==> src/hw/rtl/pmap_pkg.sv <==
// ----------------------------------------------------------------------------
// Page table mapper package
// Shared field types, control word layout, codes and the microprogram ROM
// of the page table mapper.
// ----------------------------------------------------------------------------
`default_nettype none

package pmap_pkg;

    localparam int FRAME_W    = 40;
    localparam int VPN_W      = 36;
    localparam int ENTRY_W    = 64;
    localparam int IDX_W      = 9;
    localparam int ENTRIES    = 512;
    localparam int COUNT_W    = 7;
    localparam int CFG_IDX_W  = 1;
    localparam int CFG_DATA_W = 40;

    localparam logic [COUNT_W-1:0] POOL_COUNT_RESET = 7'd64;
    localparam logic [1:0]         LEAF_LEVEL       = 2'd3;
    localparam logic [IDX_W-1:0]   ZCNT_LAST        = IDX_W'(ENTRIES - 1);

    typedef enum logic [CFG_IDX_W-1:0] {
        CFG_POOL_BASE  = 1'b0,
        CFG_POOL_COUNT = 1'b1
    } cfg_index_e;

    typedef enum logic [1:0] {
        STAT_MAPPED    = 2'd0,
        STAT_EXHAUSTED = 2'd1,
        STAT_OUTSIDE   = 2'd2,
        STAT_SKIPPED   = 2'd3
    } status_e;

    typedef struct packed {
        logic [FRAME_W-1:0] root_frame;
        logic [VPN_W-1:0]   virt_page;
        logic [FRAME_W-1:0] phys_frame;
        logic               want_write;
        logic               want_user;
        logic               want_noexec;
        logic               last_page;
    } req_t;

    typedef struct packed {
        logic [1:0]         status;
        logic [ENTRY_W-1:0] leaf_entry;
        logic [1:0]         tables_made;
        logic               run_done;
    } rsp_t;

    // Program steps of the walk.
    typedef enum logic [3:0] {
        STEP_IDLE    = 4'd0,
        STEP_CHECK   = 4'd1,
        STEP_ROOT    = 4'd2,
        STEP_READ    = 4'd3,
        STEP_TEST    = 4'd4,
        STEP_ALLOC   = 4'd5,
        STEP_ZERO    = 4'd6,
        STEP_LINK    = 4'd7,
        STEP_FOLLOW  = 4'd8,
        STEP_OUTSIDE = 4'd9,
        STEP_LEAF    = 4'd10,
        STEP_EXHAUST = 4'd11,
        STEP_SKIP    = 4'd12,
        STEP_DONE    = 4'd13
    } step_t;

    typedef enum logic [3:0] {
        OP_NONE   = 4'd0,
        OP_ROOT   = 4'd1,
        OP_READ   = 4'd2,
        OP_ZERO   = 4'd3,
        OP_LINK   = 4'd4,
        OP_FOLLOW = 4'd5,
        OP_LEAF   = 4'd6,
        OP_STATUS = 4'd7,
        OP_REPORT = 4'd8
    } op_e;

    typedef enum logic [3:0] {
        COND_ALWAYS     = 4'd0,
        COND_NEVER      = 4'd1,
        COND_NO_GO      = 4'd2,
        COND_RUN_FAILED = 4'd3,
        COND_ROOT_OUT   = 4'd4,
        COND_AT_LEAF    = 4'd5,
        COND_PRESENT    = 4'd6,
        COND_POOL_FULL  = 4'd7,
        COND_ZERO_MORE  = 4'd8,
        COND_ENTRY_IN   = 4'd9
    } cond_e;

    typedef struct packed {
        op_e     op;
        cond_e   cond;
        step_t   target;
        status_e stat;
    } ucode_t;

    typedef struct packed {
        logic run_failed;
        logic root_out;
        logic at_leaf;
        logic present;
        logic pool_full;
        logic zero_more;
        logic entry_in;
    } flags_t;

    // Microprogram: a taken condition jumps to the target, otherwise the
    // step counter advances by one.
    function automatic ucode_t ucode_word(input step_t step);
        ucode_t w;
        case (step)
            STEP_IDLE:    w = '{OP_NONE,   COND_NO_GO,      STEP_IDLE,    STAT_MAPPED};
            STEP_CHECK:   w = '{OP_NONE,   COND_RUN_FAILED, STEP_SKIP,    STAT_MAPPED};
            STEP_ROOT:    w = '{OP_ROOT,   COND_ROOT_OUT,   STEP_OUTSIDE, STAT_MAPPED};
            STEP_READ:    w = '{OP_READ,   COND_AT_LEAF,    STEP_LEAF,    STAT_MAPPED};
            STEP_TEST:    w = '{OP_NONE,   COND_PRESENT,    STEP_FOLLOW,  STAT_MAPPED};
            STEP_ALLOC:   w = '{OP_NONE,   COND_POOL_FULL,  STEP_EXHAUST, STAT_MAPPED};
            STEP_ZERO:    w = '{OP_ZERO,   COND_ZERO_MORE,  STEP_ZERO,    STAT_MAPPED};
            STEP_LINK:    w = '{OP_LINK,   COND_ALWAYS,     STEP_READ,    STAT_MAPPED};
            STEP_FOLLOW:  w = '{OP_FOLLOW, COND_ENTRY_IN,   STEP_READ,    STAT_MAPPED};
            STEP_OUTSIDE: w = '{OP_STATUS, COND_ALWAYS,     STEP_DONE,    STAT_OUTSIDE};
            STEP_LEAF:    w = '{OP_LEAF,   COND_ALWAYS,     STEP_DONE,    STAT_MAPPED};
            STEP_EXHAUST: w = '{OP_STATUS, COND_ALWAYS,     STEP_DONE,    STAT_EXHAUSTED};
            STEP_SKIP:    w = '{OP_STATUS, COND_NEVER,      STEP_IDLE,    STAT_SKIPPED};
            STEP_DONE:    w = '{OP_REPORT, COND_ALWAYS,     STEP_IDLE,    STAT_MAPPED};
            default:      w = '{OP_NONE,   COND_ALWAYS,     STEP_IDLE,    STAT_MAPPED};
        endcase
        return w;
    endfunction

endpackage

`default_nettype wire

==> src/hw/rtl/pmap_sequencer.sv <==
// ----------------------------------------------------------------------------
// Page table mapper sequencer
// Step counter over the microprogram ROM with conditional jumps on the
// datapath flags.
// ----------------------------------------------------------------------------
`default_nettype none

module pmap_sequencer
    import pmap_pkg::*;
(
    input  wire logic   clk,
    input  wire logic   rst_n,
    input  wire logic   go,
    input  wire flags_t flags,
    output ucode_t      ctl,
    output logic        idle
);

    step_t upc_reg;
    step_t upc_next;
    logic  taken;

    always_ff @(posedge clk or negedge rst_n)
    begin
        if (!rst_n)
        begin
            upc_reg <= STEP_IDLE;
        end
        else
        begin
            upc_reg <= upc_next;
        end
    end

    always_comb
    begin
        ctl = ucode_word(upc_reg);
        case (ctl.cond)
            COND_ALWAYS:     taken = 1'b1;
            COND_NEVER:      taken = 1'b0;
            COND_NO_GO:      taken = !go;
            COND_RUN_FAILED: taken = flags.run_failed;
            COND_ROOT_OUT:   taken = flags.root_out;
            COND_AT_LEAF:    taken = flags.at_leaf;
            COND_PRESENT:    taken = flags.present;
            COND_POOL_FULL:  taken = flags.pool_full;
            COND_ZERO_MORE:  taken = flags.zero_more;
            COND_ENTRY_IN:   taken = flags.entry_in;
            default:         taken = 1'b1;
        endcase
        upc_next = taken ? ctl.target : step_t'(upc_reg + 1'b1);
        idle     = (upc_reg == STEP_IDLE);
    end

endmodule

`default_nettype wire

==> config.mk <==
export PLATFORM = sky130hd
export DESIGN_NAME = pmap_sequencer
export DESIGN_NICKNAME = d
export VERILOG_FILES = /design/src/hw/rtl/pmap_pkg.sv /design/src/hw/rtl/pmap_sequencer.sv
export SDC_FILE = /design/constraint.sdc
export NUM_CORES = 1
export LEC_CHECK = 0
export BUFFER_PORTS_ARGS = -buffer_cell sky130_fd_sc_hd__buf_2
export CAP_MARGIN = 20
export CORE_AREA = 2 2 39 41
export CTS_BUF_LIST = sky130_fd_sc_hd__clkbuf_8
export CTS_CLUSTER_DIAMETER = 200
export DETAILED_ROUTE_END_ITERATION = 7
export DIE_AREA = 0 0 41 43
export PLACE_DENSITY = 0.83
export SLEW_MARGIN = 20
export SYNTH_ARGS = -nofsm -noshare
export SYNTH_HDL_FRONTEND = slang
export SYNTH_SLANG_ARGS = --single-unit
==> constraint.sdc <==
create_clock -name clk -period 2.9 [get_ports clk]
set_input_delay 0.145 -clock clk [delete_from_list [all_inputs] [get_ports clk]]
set_output_delay 0.145 -clock clk [all_outputs]
set_load 0.1 [all_outputs]
==> impl_results.md <==
* Final WL at 1465 µm
* Port bufs at 24
* Worst-margin pin slew at 624.9 ps
* Data required, critical path at 2760 ps
* Outcome: finished, final reports clean
* Met3 Usage GRT at 0.03141
* Starting Density at 0.4485
* Max-cap viol count at 0
* Largest fanout on the critical path at 7
* Vias/cell at 5.374
* Layout Skew at 0.6249 ps
* Register bit total from synthesis at 4
* Antenna cell count at 0
* Minimum clock period at 2341 ps
* Layout area overhead at 29.03%
* GRT Total Usage at 0.1879
* EDFF count, synth at 0
* Critical Path Start Type: flip-flop
* Max Slew Vio Count at 0
* CTS H-tree lvls at 1
* Reg-to-reg critical path endpoint: upc_reg[3]
* Hold crit path type: primary input to async pin
* CTS Sinks at 4
* Mapped Avg Cell Area at 8.386 µm²
* DRC at 0
* Max clock buf depth at 2
* Congestion Overflow GR at 0
* Critical path data arrival time at 2200 ps
* Final setup violation count at 0
* Worst setup path endpoint: ctl[11]
* Fin util at 0.5787
* Placed inst area at 749.5 µm²
* Wire per inst at 12.74 µm
* Bufs and invs on worst path at 2
* Post-CTS sizing at 0
* Max FFs per register at 4
* CP startpoint: upc_reg[1]
* First-pass GRT wire length at 2332 µm
* # nets final at 121
* Antenna violations before repair at 0
* Met1 Use GR at 0.2328
* Core area at 0.001384 mm²
* DP HPWL at 1116 µm
* Final ANT Viol Nets at 0
* Register-to-register setup slack at 600 ps
* Yosys Warn Count at 0
* Reg-to-Reg Start: upc_reg[1]
* Setup TNS at 0 ps
* Top_reg_cell synth: dfrtp_1
* GR met2 Demand/Resource at 0.2906
* Crit-path max cell delay at 440 ps
* Critical path class: flip-flop to output pin
* Worst slew margin at 0.5834
* Row Count at 14
* Fmax at 0.4271 GHz
* Largest net degree at the start of global routing at 19
* FF-to-FF path depth at 7
* Post-synth ARST share at 1.000
* Inserted Clock Buffers at 3
* Critical path cell sequence: inv_1, ha_1, nor2_1, or3_1, o21ai_1, buf_2
* I/O pin count at 25
* Final Hold Fails at 0
* GRT busiest layer: met2
* Synth cell types at 31
* Post-route clock period utilization at 0.8073
* Synth Instances at 74
* Cell Area, Synth at 620.6 µm²
* Worst setup EP type: output pin
* Die Wd at 41 µm
* Gpl congestion at 0.7580
* Vias in the first global route at 593
* Cell depth of the worst setup path at 6
* Cell family with most CP delay: buffers and inverters
* Slowest stage cell, crit path: dfrtp_1
* Drt pass-1 iters at 3
* Design Area, Final at 800.8 µm²
* Clock transition at path regs at 30 ps
* Total die area at 0.001763 mm²
* Via Count at 618
* Unrepaired setup endpoints after global routing: false
* Register area share after synthesis at 0.1613
* Cell at the root of the clock tree: clkbuf_8
* Post-synth net total at 94
* Die Ht at 43 µm
* 1st-iter DRT viols at 10
* Insertion delay to the later sink of the worst-skew pair at 210 ps
* CTS tree: done
* Layout cells sized above 1 at 0.3636
[cells in the mapped netlist, types with 2 or more instances]
master / count / area share
clkbuf_1: 2 / 0.012
a21oi_1: 5 / 0.040
and3_1: 2 / 0.020
ha_1: 10 / 0.20
nand2_1: 8 / 0.048
nor2b_1: 2 / 0.020
mux2i_1: 2 / 0.032
dfrtp_1: 4 / 0.16
nor2_1: 4 / 0.024
mux2_1: 4 / 0.073
o21ai_0: 5 / 0.040
inv_1: 6 / 0.036
o21ai_2: 2 / 0.028
[cells in the final DEF (no fill, tap or decap), types with 2 or more instances in the layout]
cell type | synthesis | final
a21oi_1 | 5 | 5
and3_1 | 2 | 2
buf_2 | 0 | 24
clkbuf_8 | 0 | 3
dfrtp_1 | 4 | 4
ha_1 | 10 | 10
inv_1 | 6 | 6
mux2_1 | 4 | 4
mux2i_1 | 2 | 2
nand2_1 | 8 | 8
nor2_1 | 4 | 3
nor2_2 | 1 | 2
nor2b_1 | 2 | 2
o21ai_0 | 5 | 2
o21ai_1 | 0 | 3
o21ai_2 | 2 | 2
[through the flow]
stage	cells	worst slack [ps]	hold slack, ps
floorplan	74	121.4	-150.6
global placement	111	665.3	-49.75
detailed placement	111	607.5	-47.54
CTS	115	554.1	253.0
global route	115	410.9	299.8
finish	115	558.7	278.9
[kinds of logic (layout without fill, tap and decap cells)]
kind of cell / Yosys count / after routing / share of synthesized area
AOI/OAI and AO/OA: 21 / 21 / 0.2399
and+or+nand+nor: 21 / 21 / 0.1814
adders and majority gates: 10 / 10 / 0.2016
buffers and inverters: 10 / 35 / 0.07863
muxes: 7 / 7 / 0.1230
DFF: 4 / 4 / 0.1613
xor gates and xnor gates: 1 / 1 / 0.01412
[per-layer routing]
metal | wire (µm) | part of all wire
met1 | 697 | 0.48
met2 | 640 | 0.44
met3 | 101 | 0.069
met4 | 25 | 0.017
met5 | 0 | 0
[area by class of cell]
cell class,count,area [µm²]
flip-flops and latches,4,100.1
fillers,145,583.1
multi-input cells,60,479.2
clock buffers,3,41.29
repair buffers,26,137.6
inverters,6,22.52
well taps,16,20.02
[timing repair]
item,in CTS,in global routing
hold endpoints to repair,4,0
hold buffers,1,0
setup buffers,0,0
[how the worst min path moves through the flow]
stage          depth (start not counted)         end  start
2_1_floorplan                          0  upc_reg[0]  rst_n
3_3_place_gp                           1  upc_reg[3]  rst_n
3_5_place_dp                           1  upc_reg[1]  rst_n
4_1_cts                                2  upc_reg[1]  rst_n
5_1_grt                                2  upc_reg[2]  rst_n
6_report                               2  upc_reg[1]  rst_n
Power is not shown: default switching activity piles up to over one toggle a cycle in this logic, so the estimate is an artifact.
